--- src/rtl/assert_macros.svh ---
// Assertion macros shared by the RTL of the range split enumerator.
// No dependencies; included by files that carry concurrent assertions.
`ifndef ASSERT_MACROS_SVH
`define ASSERT_MACROS_SVH

// Implication checked on every rising edge while reset is released.
`define ASSERT_CLK(label, clk, rst_n, prop, msg) \
    label: assert property (@(posedge clk) disable iff (!rst_n) (prop)) else $error(msg);

`endif

--- src/rtl/rse_pkg.sv ---
// Package for the range split enumerator: sequencer states and default constants.
// No dependencies.
`default_nettype none

package rse_pkg;

    localparam int NAREAS_DEF    = 8;
    localparam int RANGE_W       = 16;
    localparam int AREA_CNT_W    = 5;
    localparam logic [AREA_CNT_W-1:0] NUM_AREAS_RST = 5'd8;

    localparam logic KIND_WRITE = 1'b0;
    localparam logic KIND_QUERY = 1'b1;

    typedef enum logic [2:0] {
        ST_CLEAR,
        ST_IDLE,
        ST_SCAN,
        ST_CHK_SINGLE,
        ST_CHK_REST,
        ST_REST_PAIR,
        ST_REST_SWAP,
        ST_FINISH
    } seq_state_t;

endpackage

`default_nettype wire

--- src/rtl/range_split_enumerator.sv ---
// Top level of the range split enumerator: allowed-mask memory and split sequencer.
// Depends on rse_pkg and assert_macros.svh.
//
// After reset the block clears all 2^NAREAS entries of its allowed-mask memory, one
// entry per cycle, with busy high; num_areas writes are taken during that time. A
// write item and a query with a single area set are taken without raising busy. Any
// other query walks the NAREAS mask bits one per cycle while a bit is clear; at a set
// bit it reads the memory for that area and, if allowed, for the rest of the mask, and
// emits the pairs these yield; a closing state ends the query. Results appear on
// result_valid and cannot be stalled; last marks the final transfer of a query.
`default_nettype none

`include "assert_macros.svh"

module range_split_enumerator #(
    parameter int NAREAS = rse_pkg::NAREAS_DEF
) (
    input  wire logic                          clk,
    input  wire logic                          rst_n,
    input  wire logic                          cfg_we,
    input  wire logic [rse_pkg::AREA_CNT_W-1:0] cfg_wdata,
    input  wire logic                          start,
    output logic                               busy,
    input  wire logic                          kind,
    input  wire logic [rse_pkg::RANGE_W-1:0]    range_mask,
    input  wire logic                          allowed,
    output logic                               result_valid,
    output logic [rse_pkg::RANGE_W-1:0]         left_range,
    output logic [rse_pkg::RANGE_W-1:0]         right_range,
    output logic                               no_split,
    output logic                               last
);
    import rse_pkg::*;

    localparam int DEPTH = 1 << NAREAS;
    localparam logic [NAREAS-1:0] ONE = NAREAS'(1);

    logic              mem [DEPTH];
    logic              rdata_reg;
    logic              mem_we;
    logic [NAREAS-1:0] mem_waddr;
    logic              mem_wdata;
    logic              mem_re;
    logic [NAREAS-1:0] mem_raddr;

    seq_state_t              state_reg, state_next;
    logic [AREA_CNT_W-1:0]   num_areas_reg;
    logic [NAREAS-1:0]       clr_cnt_reg, clr_cnt_next;
    logic [NAREAS-1:0]       qmask_reg, qmask_next;
    logic [NAREAS-1:0]       single_reg, single_next;
    logic                    pend_vld_reg, pend_vld_next;
    logic [NAREAS-1:0]       pend_l_reg, pend_l_next;
    logic [NAREAS-1:0]       pend_r_reg, pend_r_next;
    logic                    out_vld_reg, out_vld_next;
    logic [NAREAS-1:0]       out_l_reg, out_l_next;
    logic [NAREAS-1:0]       out_r_reg, out_r_next;
    logic                    out_ns_reg, out_ns_next;
    logic                    out_last_reg, out_last_next;

    logic [NAREAS-1:0] area_mask;
    logic [NAREAS-1:0] in_mask;
    logic [NAREAS-1:0] rest;
    logic              in_single;
    logic              rest_multi;
    logic              emit;
    logic [NAREAS-1:0] emit_l;
    logic [NAREAS-1:0] emit_r;

    always_comb
    begin
        for (int i = 0; i < NAREAS; i++)
        begin
            area_mask[i] = (i == 0) || (AREA_CNT_W'(i) < num_areas_reg);
        end
    end

    assign in_mask    = range_mask[NAREAS-1:0] & area_mask;
    assign in_single  = (in_mask != '0) && ((in_mask & (in_mask - ONE)) == '0);
    assign rest       = qmask_reg ^ single_reg;
    assign rest_multi = (rest & (rest - ONE)) != '0;

    always_ff @(posedge clk)
    begin
        if (mem_we)
        begin
            mem[mem_waddr] <= mem_wdata;
        end
        if (mem_re)
        begin
            rdata_reg <= mem[mem_raddr];
        end
    end

    always_comb
    begin
        state_next    = state_reg;
        clr_cnt_next  = clr_cnt_reg;
        qmask_next    = qmask_reg;
        single_next   = single_reg;
        pend_vld_next = pend_vld_reg;
        pend_l_next   = pend_l_reg;
        pend_r_next   = pend_r_reg;
        out_vld_next  = 1'b0;
        out_l_next    = out_l_reg;
        out_r_next    = out_r_reg;
        out_ns_next   = 1'b0;
        out_last_next = 1'b0;
        mem_we        = 1'b0;
        mem_waddr     = in_mask;
        mem_wdata     = allowed;
        mem_re        = 1'b0;
        mem_raddr     = single_reg;
        emit          = 1'b0;
        emit_l        = single_reg;
        emit_r        = qmask_reg;

        unique case (state_reg)
            ST_CLEAR:
            begin
                mem_we       = 1'b1;
                mem_waddr    = clr_cnt_reg;
                mem_wdata    = 1'b0;
                clr_cnt_next = clr_cnt_reg + ONE;
                if (clr_cnt_reg == '1)
                begin
                    state_next = ST_IDLE;
                end
            end
            ST_IDLE:
            begin
                if (start)
                begin
                    if (kind == KIND_WRITE)
                    begin
                        mem_we = 1'b1;
                    end
                    else
                    begin
                        qmask_next    = in_mask;
                        pend_vld_next = 1'b0;
                        single_next   = ONE;
                        if (in_single)
                        begin
                            out_vld_next  = 1'b1;
                            out_l_next    = in_mask;
                            out_r_next    = in_mask;
                            out_last_next = 1'b1;
                        end
                        else
                        begin
                            state_next = ST_SCAN;
                        end
                    end
                end
            end
            ST_SCAN:
            begin
                if (single_reg == '0)
                begin
                    state_next = ST_FINISH;
                end
                else if ((qmask_reg & single_reg) != '0)
                begin
                    mem_re     = 1'b1;
                    state_next = ST_CHK_SINGLE;
                end
                else
                begin
                    single_next = single_reg << 1;
                end
            end
            ST_CHK_SINGLE:
            begin
                if (rdata_reg)
                begin
                    emit       = 1'b1;
                    mem_re     = 1'b1;
                    mem_raddr  = rest;
                    state_next = ST_CHK_REST;
                end
                else
                begin
                    single_next = single_reg << 1;
                    state_next  = ST_SCAN;
                end
            end
            ST_CHK_REST:
            begin
                emit   = 1'b1;
                emit_l = qmask_reg;
                emit_r = single_reg;
                if (rdata_reg)
                begin
                    state_next = ST_REST_PAIR;
                end
                else
                begin
                    single_next = single_reg << 1;
                    state_next  = ST_SCAN;
                end
            end
            ST_REST_PAIR:
            begin
                emit   = 1'b1;
                emit_r = rest;
                if (rest_multi)
                begin
                    state_next = ST_REST_SWAP;
                end
                else
                begin
                    single_next = single_reg << 1;
                    state_next  = ST_SCAN;
                end
            end
            ST_REST_SWAP:
            begin
                emit        = 1'b1;
                emit_l      = rest;
                emit_r      = single_reg;
                single_next = single_reg << 1;
                state_next  = ST_SCAN;
            end
            ST_FINISH:
            begin
                out_vld_next  = 1'b1;
                out_last_next = 1'b1;
                pend_vld_next = 1'b0;
                if (pend_vld_reg)
                begin
                    out_l_next = pend_l_reg;
                    out_r_next = pend_r_reg;
                end
                else
                begin
                    out_l_next  = '0;
                    out_r_next  = '0;
                    out_ns_next = 1'b1;
                end
                state_next = ST_IDLE;
            end
            default:
            begin
                state_next = ST_IDLE;
            end
        endcase

        // A pair is held back in the pend registers so that the final one can carry last.
        if (emit)
        begin
            if (pend_vld_reg)
            begin
                out_vld_next = 1'b1;
                out_l_next   = pend_l_reg;
                out_r_next   = pend_r_reg;
            end
            pend_vld_next = 1'b1;
            pend_l_next   = emit_l;
            pend_r_next   = emit_r;
        end
    end

    always_ff @(posedge clk or negedge rst_n)
    begin
        if (!rst_n)
        begin
            state_reg     <= ST_CLEAR;
            num_areas_reg <= NUM_AREAS_RST;
            clr_cnt_reg   <= '0;
            qmask_reg     <= '0;
            single_reg    <= '0;
            pend_vld_reg  <= 1'b0;
            pend_l_reg    <= '0;
            pend_r_reg    <= '0;
            out_vld_reg   <= 1'b0;
            out_l_reg     <= '0;
            out_r_reg     <= '0;
            out_ns_reg    <= 1'b0;
            out_last_reg  <= 1'b0;
        end
        else
        begin
            state_reg     <= state_next;
            if (cfg_we)
            begin
                num_areas_reg <= cfg_wdata;
            end
            clr_cnt_reg   <= clr_cnt_next;
            qmask_reg     <= qmask_next;
            single_reg    <= single_next;
            pend_vld_reg  <= pend_vld_next;
            pend_l_reg    <= pend_l_next;
            pend_r_reg    <= pend_r_next;
            out_vld_reg   <= out_vld_next;
            out_l_reg     <= out_l_next;
            out_r_reg     <= out_r_next;
            out_ns_reg    <= out_ns_next;
            out_last_reg  <= out_last_next;
        end
    end

    assign busy         = (state_reg != ST_IDLE);
    assign result_valid = out_vld_reg;
    assign left_range   = RANGE_W'(out_l_reg);
    assign right_range  = RANGE_W'(out_r_reg);
    assign no_split     = out_ns_reg;
    assign last         = out_last_reg;

    `ASSERT_CLK(a_no_split_is_last, clk, rst_n,
        result_valid && no_split |-> last && left_range == '0 && right_range == '0,
        "no_split transfer without last or with nonzero ranges")
    `ASSERT_CLK(a_query_responds, clk, rst_n,
        start && !busy && kind == KIND_QUERY |=> result_valid || busy,
        "accepted query neither produced a result nor started a scan")
    `ASSERT_CLK(a_result_has_cause, clk, rst_n,
        result_valid |-> $past(busy) || $past(start),
        "result transfer while the block was idle")

endmodule

`default_nettype wire

--- config.mk ---
export PLATFORM = sky130hd
export DESIGN_NAME = range_split_enumerator
export DESIGN_NICKNAME = d
export VERILOG_FILES = /design/src/rtl/rse_pkg.sv /design/src/rtl/range_split_enumerator.sv
export VERILOG_INCLUDE_DIRS = /design/src /design/src/rtl
export SDC_FILE = /design/constraint.sdc
export NUM_CORES = 1
export LEC_CHECK = 0
export ABC_CLOCK_PERIOD_IN_PS = 12500
export BUFFER_PORTS_ARGS = -buffer_cell sky130_fd_sc_hd__buf_2
export CELL_PAD_IN_SITES_DETAIL_PLACEMENT = 0
export CELL_PAD_IN_SITES_GLOBAL_PLACEMENT = 1
export CORE_ASPECT_RATIO = 0.5
export CORE_MARGIN = 10
export CORE_UTILIZATION = 54
export CTS_CLUSTER_SIZE = 20
export DETAILED_ROUTE_END_ITERATION = 16
export MAX_ROUTING_LAYER = met4
export PLACE_DENSITY_LB_ADDON = 0.08
export SLEW_MARGIN = 20
export SYNTH_ARGS = -nofsm -noshare
export SYNTH_HDL_FRONTEND = slang
export SYNTH_SLANG_ARGS = --single-unit
export TNS_END_PERCENT = 1
--- constraint.sdc ---
create_clock -name clk -period 12.5 [get_ports clk]
set_input_delay 0.625 -clock clk [delete_from_list [all_inputs] [get_ports clk]]
set_output_delay 0.625 -clock clk [all_outputs]
set_load 0.02 [all_outputs]
### After elaboration in Yosys (flattened, before gate mapping)

Memories as Yosys holds them, arrays and structs flattened. A register that Yosys moved wholly into a read port is not among the register bits.
Cells that the tools add are included.

* register bits after elaboration: 68
* bits in latches: 0
* RAM bits: 256
* ROM bits: 0
* bits of input ports: 27
* output and inout bits: 36
* word-level logic and storage cells: 124
* memories: 1

* $add $sub $neg: 3
* $mul: 0
* divide/modulo/power cells: 0
* order comparisons: 7
* eq/ne operators: 20
* shifts and indexed selects: 0
* multiplexer cells: 59
* bitwise gates (word level): 5
* reductions and logical operators: 16

Memories
* mem: words 256, bits a word 1, read ports 1, clocked after memory_dff 1, wr ports 1, RTL line range_split_enumerator.sv:38 `logic mem [DEPTH];`

Operators with widths (count)
* $mux 8: 21
* $pmux 8 s2: 4
* $pmux 8 s5: 1
* $and 8x8->8: 4
* $mux 3: 9
* $pmux 3 s8: 1
* $reduce_bool 8->1: 3
* $lt 3x5->1 const A: 4
* $mux 1: 18
* $logic_not 8->1: 2
* $ne 2x2->1 const B: 8
* $sub 8x1->8 const B: 2
* $eq 3x3->1 const B: 4
* $lt 2x5->1 const A: 2
* $pmux 1 s2: 5
* $ne 3x3->1 const B: 3
* $add 8x1->8 const B: 1
* $eq 8x8->1 const B: 1
* $xor 8x8->8: 1
* $reduce_and 7->1: 1
* $eq 3x2->1 const B: 2
* $reduce_and 3->1: 2
* $lt 1x5->1 const A: 1
* $reduce_and 5->1: 1
* other kinds (8): 9

### Logic depth before layout (Yosys ltp)

Gate-level depths: netlist of the first run.

* depth after elaboration: 12
* depth in mapped cells: 13
* mapped depth without buffers: 9

### Worst setup path before layout of the first run

OpenSTA, ideal clock, no wires.

* path type: register to register
* start: register state_reg[1]
* end: memory mem[0] (data pin)
* setup time: 1.446 ns
* arrival time: 6.937 ns
* required time: 11.054 ns
* path slack: 4.117 ns
* cell stages (with the launch flop): 5
* path buffers: 2
* clock period less this slack: 8.383 ns
* cell sequence: dfrtp_1 -> buf_2 -> nor3_1 -> clkbuf_1 -> nor2b_1

* cells in the longest elaborated chain, start to end: 2

RTL lines
* start: declaration: RTL line range_split_enumerator.sv:46 `seq_state_t state_reg, state_next;`
* start signal: assignment: RTL line range_split_enumerator.sv:283 `state_reg <= state_next;`
* $logic_not 3->1: RTL line range_split_enumerator.sv:117 `unique case (state_reg)`
* $mux 1: RTL line range_split_enumerator.sv:117
* via mem_wdata: RTL line range_split_enumerator.sv:42 `logic mem_wdata;`
* end: declaration: RTL line range_split_enumerator.sv:38

The timed path passes the listed nets, and every way through them passes these cells.

### Worst setup path in the final report of the first run

* start: register state_reg[0]
* end: register rdata_reg, read port of mem (data pin)

* cells in the longest elaborated chain, start to end: 2
* elaborated cells on any way between the ends: 4
* those cells by class: 2 x eq/ne; 2 x mux

RTL lines
* $eq 3x2->1: RTL line range_split_enumerator.sv:117
* $pmux 1 s2 / $mux 8 (equally long branches): RTL line range_split_enumerator.sv:117
* end: declaration: RTL line range_split_enumerator.sv:39 `logic rdata_reg;`

Several ways; a longest one is shown, not always the timed one.
A chain may end at the register's enable or synchronous reset.

==> flow_metrics.env, run 1 <==
export IMPL_status="finished, final reports clean"
export IMPL_place_inst=1759
export IMPL_core_sq_um=28030
export IMPL_yosysSeqAreaShare_pct=60.55
export IMPL_num_rows=43
export IMPL_setup_viol=0
export IMPL_io_pins=63
export IMPL_wl_per_cell_microns=22.41
export IMPL_vias=11000
export IMPL_crit_arrival_ns=5.55
export IMPL_first_pass_iters=5
export IMPL_antenna_found_initial=0
export IMPL_path_clk_slew_ns=0.07
export IMPL_cts_resized=0
export IMPL_p_int_mw=2.253
export IMPL_cts_path_max_buffers=3
export IMPL_drv_cap=0
export IMPL_worst_setup_path_type="reg -> reg"
export IMPL_ys_ff_latch=325
export IMPL_wirelength_microns=40630
export IMPL_worstSetupEndpointType="register"
export IMPL_area_delta_synth_final_pct=7.906
export IMPL_clk_latency_ns=0.58
export IMPL_cp_max_fo=54
export IMPL_synth_area_per_cell_sq_um=10.95
export IMPL_synth_edf_count=257
export IMPL_regToRegStartpoint="state_reg[0]"
export IMPL_hold_viol=0
export IMPL_crit_path_start_kind="register"
export IMPL_dieArea_sq_um=36410
export IMPL_cts_buffers=29
export IMPL_synth_async_reset_ratio_pct=20.92
export IMPL_synth_cells_most_frequent="nor2_1, edfxtp_1, nand2_1, mux2i_1, clkbuf_1"
export IMPL_synth_most_common_cell="nor2_1"
export IMPL_cp_required_ns=12.78
export IMPL_period_share_pct=42.15
export IMPL_regMostFlops="mem"
export IMPL_cts_tree="done"
export IMPL_fin_skew_ns=0.01472
export IMPL_fin_tns_setup_ns=0
export IMPL_largest_register_ffs=256
export IMPL_synth_largest_area_cell="edfxtp_1"
export IMPL_dp_hpwl_microns=23730
export IMPL_ys_warn_count=0
export IMPL_worstMarginPinSlew_ns=1.188
export IMPL_drc_errors=0
export IMPL_syn_inst=1421
export IMPL_rsz0062_at_grt="false"
export IMPL_finalNonFillerCells=1813
export IMPL_grt_max_degree=257
export IMPL_wl_met2_microns=18160
export IMPL_dpl_instance_area_sq_um=15880
export IMPL_netlist_area_sq_um=15560
export IMPL_preCtsSetupSlack_ns=7.357
export IMPL_final_nets=1444
export IMPL_die_x_microns=260.0
export IMPL_route_met3_wl_microns=3719
export IMPL_combPwrFrac_pct=37.6
export IMPL_grt_pass1_vias=10560
export IMPL_via_per_inst=6.069
export IMPL_highest_layer="met4"
export IMPL_worst_slack_ns=7.231
export IMPL_cellPowerDensity_nw_per_um2=219.1
export IMPL_synth_area_top_cells="edfxtp_1, dfrtp_1, nor2_1, mux2i_1, nand2_1"
export IMPL_yosysTopAreaCellShare_pct=49.61
export IMPL_cts_hold_buf=0
export IMPL_postRouteAntennaNets=0
export IMPL_timing_final_crit_period_ns=5.269
export IMPL_hold_path_class="in -> async"
export IMPL_drtIter0Drc=1304
export IMPL_die_y_microns=140.0
export IMPL_portBuffers=38
export IMPL_swShare_pct=38.76
export IMPL_clkSinkCount=325
export IMPL_fmax_ghz=0.1898
export IMPL_ir_worst_vdd_mv=0.1482
export IMPL_slew_headroom_pct=20.64
export IMPL_gr_usage_all_layers_pct=22.72
export IMPL_htreeDepth=1
export IMPL_p_leak_nw=5.908
export IMPL_slew_violations=0
export IMPL_ys_flop_type="edfxtp_1"
export IMPL_drive_gt1_share_pct=9.294
export IMPL_synth_cell_types=70
export IMPL_place_gp_congestion=0.8542
export IMPL_antenna_cells=0
export IMPL_clockPowerShare_pct=23.6
export IMPL_final_area_sq_um=16790
export IMPL_grt_overflow=0
export IMPL_fill_cells=2326
export IMPL_wl_met1_microns=17790
export IMPL_p_seq_share_pct=38.8
export IMPL_hold_slack_ns=0.2186
export IMPL_startpoint="state_reg[0]"
export IMPL_power_switching_mw=1.426
export IMPL_grt_pass1_wl_microns=62120
export IMPL_initial_core_util_pct=55.50
export IMPL_post_cts_buffers=0
export IMPL_cts_root_buf="clkbuf_16"
[stage by stage]
step	power (mW)	utilization [%]
finish	3.678	59.89
global route	3.864	59.89
CTS	3.674	59.86
detailed placement	2.809	56.65
global placement	2.784	56.65
floorplan	2.426	-
[cell usage in the layout (no fill, tap or decap), drive strengths merged, types with 15 or more instances in the layout]
| cell | instances |
|---|---|
| clkinv | 15 |
| nand3 | 38 |
| buf | 57 |
| nor2 | 310 |
| dfrtp | 67 |
| nand2 | 193 |
| clkbuf | 35 |
| o21ai | 55 |
| o22ai | 20 |
| mux2i | 82 |
| a21oi | 58 |
| edfxtp | 257 |
| a221o | 17 |
| conb | 16 |
| nand2b | 19 |
[worst max-delay path: stages (launching register included)]
cell       delay (ns)
dfrtp_1          0.84
and4b_1          0.45
buf_4            0.34
mux2_4           0.45
buf_4            0.72
mux2i_1          0.16
o221ai_1         0.23
o21ai_0          0.13
a2111oi_0        0.88
nor3_1           0.14
nor4_1           0.55
[metal layers]
metal  track usage (%)  up-vias
met5                 -        -
met4             5.969        0
met3             4.411       73
met2             33.98      463
met1             31.32     5415
li1                  -     5053
[path summary, 6_finish.rpt]
path | slack, ns | to | cells past startpoint
worst max-delay path | 7.23 | rdata_reg | 10
worst min-delay path | 0.22 | num_areas_reg[2] | 2
worst max register to register | 7.23 | rdata_reg | 10
worst min register to register | 0.48 | pend_l_reg[3] | 2
max in group asynchronous | 11.70 | pend_r_reg[5] | 2
min in group clk | 0.29 | num_areas_reg[2] | 2
[cell type report]
type	instances	area, sq um	area share [%]
clock inverters	19	150.1	0.8944
flip-flops and latches	325	9420	56.12
clock buffers	35	748.2	4.457
well taps	382	478.0	2.847
multi-input cells	987	5615	33.45
repair buffers	57	345.3	2.057
inverters	8	30.03	0.1789
[cells by family (layout without fill, tap and decap cells)]
logic type                 Yosys count  count (layout)  synth area share [%]
DFF                                325             325                 60.55
buffers and inverters              124             119                 3.901
xor gates and xnor gates             8               8                0.4504
AOI/OAI and AO/OA                  229             229                 9.957
muxes                              104             104                 7.697
other                                1              16               0.02410
adders and majority gates           10              10                0.7882
and+or+nand+nor                    620             620                 16.63
[power by group through the flow]
stage               combinational (mW)  sequential [mW]  clock, mW
floorplan                        0.984             1.44          0
global placement                  1.34             1.44          0
detailed placement                1.36             1.45          0
CTS                               1.37             1.43      0.882
global route                      1.50             1.44      0.922
finish                            1.38             1.43      0.870
Note: power is estimated with default switching activity, not from simulation.
==> run 2: changes to the inputs <==
--- a/config.mk
+++ b/config.mk
@@ -6,13 +6,13 @@
 export SDC_FILE = /design/constraint.sdc
 export NUM_CORES = 1
 export LEC_CHECK = 0
-export ABC_CLOCK_PERIOD_IN_PS = 12500
+export ABC_CLOCK_PERIOD_IN_PS = 5200
 export BUFFER_PORTS_ARGS = -buffer_cell sky130_fd_sc_hd__buf_2
 export CELL_PAD_IN_SITES_DETAIL_PLACEMENT = 0
 export CELL_PAD_IN_SITES_GLOBAL_PLACEMENT = 1
 export CORE_ASPECT_RATIO = 0.5
 export CORE_MARGIN = 10
-export CORE_UTILIZATION = 54
+export CORE_UTILIZATION = 50
 export CTS_CLUSTER_SIZE = 20
 export DETAILED_ROUTE_END_ITERATION = 16
 export MAX_ROUTING_LAYER = met4
==> constraint.sdc (replaced) <==
create_clock -name clk -period 5.2 [get_ports clk]
set_input_delay 0.26 -clock clk [delete_from_list [all_inputs] [get_ports clk]]
set_output_delay 0.26 -clock clk [all_outputs]
set_load 0.02 [all_outputs]
==> run 2 against run 1 <==
Effect of this change: via count grew 2.1%; sequential power rose by 130%; register-to-register slack got worse by 6.3 ns; non-clock buffer count is 26 higher; critical path depth did not move; maximum frequency is 25% higher; sequential share of layout area down 1.1 points; final cell count increased by 3.8%; hold slack lost 0.20 ns; die area is 7.1% higher; design area is 2.1% higher; critical path type unchanged.
==> flow_metrics.env, run 2 (synthesis results as in run 1) <==
export IMPL_status="finished, final reports clean"
export IMPL_antenna_cells=0
export IMPL_vias=11240
export IMPL_crit_arrival_ns=4.53
export IMPL_gr_usage_all_layers_pct=22.23
export IMPL_rsz0062_at_grt="false"
export IMPL_hold_path_class="in -> reg"
export IMPL_postRouteAntennaNets=0
export IMPL_antenna_found_initial=1
export IMPL_cp_max_fo=16
export IMPL_clk_latency_ns=0.59
export IMPL_place_inst=1816
export IMPL_worst_setup_path_type="reg -> reg"
export IMPL_fin_skew_ns=0.01552
export IMPL_grt_max_degree=85
export IMPL_hold_depth=3
export IMPL_rrSetupSlack_ns=0.97
export IMPL_first_pass_iters=5
export IMPL_die_y_microns=144.7
export IMPL_p_leak_nw=6.061
export IMPL_worst_slack_ns=0.9692
export IMPL_cp_required_ns=5.50
export IMPL_wl_per_cell_microns=22.73
export IMPL_slowest_delay_ns=0.62
export IMPL_worstSetupEndpointType="register"
export IMPL_fin_tns_setup_ns=0
export IMPL_place_gp_congestion=0.8522
export IMPL_largest_register_ffs=256
export IMPL_cts_root_buf="clkbuf_16"
export IMPL_dp_hpwl_microns=26040
export IMPL_cts_resized=0
export IMPL_wirelength_microns=42760
export IMPL_critical_path_buf_inv_count=2
export IMPL_drive_gt1_share_pct=10.63
export IMPL_io_pins=63
export IMPL_period_share_pct=81.36
export IMPL_worst_path_stages=10
export IMPL_regMostFlops="mem"
export IMPL_cp_cell_sequence="and4b_1 -> mux2i_4 -> buf_4 -> nand2_2 -> o221ai_1 -> o21ai_0 -> a2111oi_0 -> buf_4 -> nor3_1 -> nor4_1"
export IMPL_ff2ff_path_depth=10
export IMPL_crit_path_start_kind="register"
export IMPL_die_x_microns=269.5
export IMPL_totalPowerFinal_mw=9.034
export IMPL_via_per_inst=5.974
export IMPL_fmax_ghz=0.2364
export IMPL_drc_errors=0
export IMPL_setup_viol=0
export IMPL_ir_worst_vdd_mv=0.3093
export IMPL_slew_violations=0
export IMPL_worstMarginPinSlew_ns=1.181
export IMPL_drtIter0Drc=1094
export IMPL_grt_pass1_vias=10670
export IMPL_hold_viol=0
export IMPL_initial_core_util_pct=50.98
export IMPL_timing_final_crit_period_ns=4.231
export IMPL_htreeDepth=1
export IMPL_area_delta_synth_final_pct=10.16
export IMPL_slew_headroom_pct=21.07
export IMPL_grt_pass1_wl_microns=64230
export IMPL_core_sq_um=30520
export IMPL_portBuffers=38
export IMPL_most_common_layout_cells="nor2_1, edfxtp_1, nand2_1"
export IMPL_finalNonFillerCells=1881
export IMPL_cts_tree="done"
export IMPL_cellPowerDensity_nw_per_um2=527.1
export IMPL_final_core_util_pct=56.16
export IMPL_clkSinkCount=325
export IMPL_critPathTopFamily="simple AND/OR/NAND/NOR gates"
export IMPL_preCtsSetupSlack_ns=1.067
export IMPL_cts_buffers=30
export IMPL_path_clk_slew_ns=0.07
export IMPL_crit_top_cell="buf_4"
export IMPL_drv_cap=0
export IMPL_post_cts_buffers=0
export IMPL_final_nets=1471
export IMPL_cts_path_max_buffers=3
export IMPL_grt_overflow=0
export IMPL_dieArea_sq_um=39000
export IMPL_slowest_stage="and4b_1"
export IMPL_num_rows=45
export IMPL_final_common_cell="nor2_1"
run 2: changes by cell type in the layout (fill, tap and decap cells not counted), moves of 2 or more:
| cell | before | now |
|---|---|---|
| dlygate4sd3_1 | 0 | 9 |
| clkinv_1 | 8 | 4 |
| nand2_1 | 192 | 189 |
| clkbuf_8 | 0 | 2 |
| clkinv_2 | 7 | 4 |
| clkbuf_4 | 0 | 2 |
| clkbuf_16 | 29 | 31 |
| nand2_2 | 1 | 4 |
| buf_4 | 18 | 33 |
| clkbuf_1 | 6 | 10 |
run 2: per-stage QoR:
| stage | area (sq um) | hold slack [ns] |
|---|---|---|
| global placement | 16070 | 0.4681 |
| finish | 17140 | 0.01786 |
| global route | 17140 | 0.01770 |
| CTS | 17090 | 0.003990 |
| floorplan | 15620 | -0.03559 |
| detailed placement | 16070 | 0.4737 |
run 2: repair_timing:
item / CTS / global route
endpoints found under the hold margin: 72 / 0
endpoints found under the setup margin: 0 / 0
hold buffers: 9 / 0
run 2: per-layer routing:
metal	global-route usage [%]	wire, microns	vias to the layer above
li1	-	-	5098
met2	33.84	18520	467
met5	-	0	-
met3	4.554	4034	71
met1	30.25	19170	5601
met4	5.822	1037	0
run 2: worst reg2reg max path: stages (launching register included):
cell and delay [ns]:
edfxtp_1 0.47, and4b_1 0.62, mux2i_4 0.58, buf_4 0.41, nand2_2 0.25, o221ai_1 0.28
o21ai_0 0.13, a2111oi_0 0.46, buf_4 0.21, nor3_1 0.06, nor4_1 0.49
run 2: final timing paths:
path,endpoint,from
max in group asynchronous,out_l_reg[5],rst_n
hold reg to reg,pend_r_reg[4],pend_r_reg[4]
min in group asynchronous,num_areas_reg[4],rst_n
setup / recovery,rdata_reg,rdata_reg
hold / removal,qmask_reg[0],range_mask[0]
setup reg to reg,rdata_reg,rdata_reg
run 2: power breakdown:
| group | internal, mW | switching [mW] |
|---|---|---|
| registers | 3.17 | 0.183 |
| logic | 1.18 | 2.34 |
| clock network | 1.18 | 0.972 |
run 2: cell type report:
cell class / count / area [sq um]
fillers: 2634 / 13380
multi-input cells: 987 / 5625
inverters: 8 / 30.03
repair buffers: 83 / 595.6
well taps: 423 / 529.3
clock buffers: 45 / 855.8
flip-flops and latches: 325 / 9420
clock inverters: 10 / 81.33
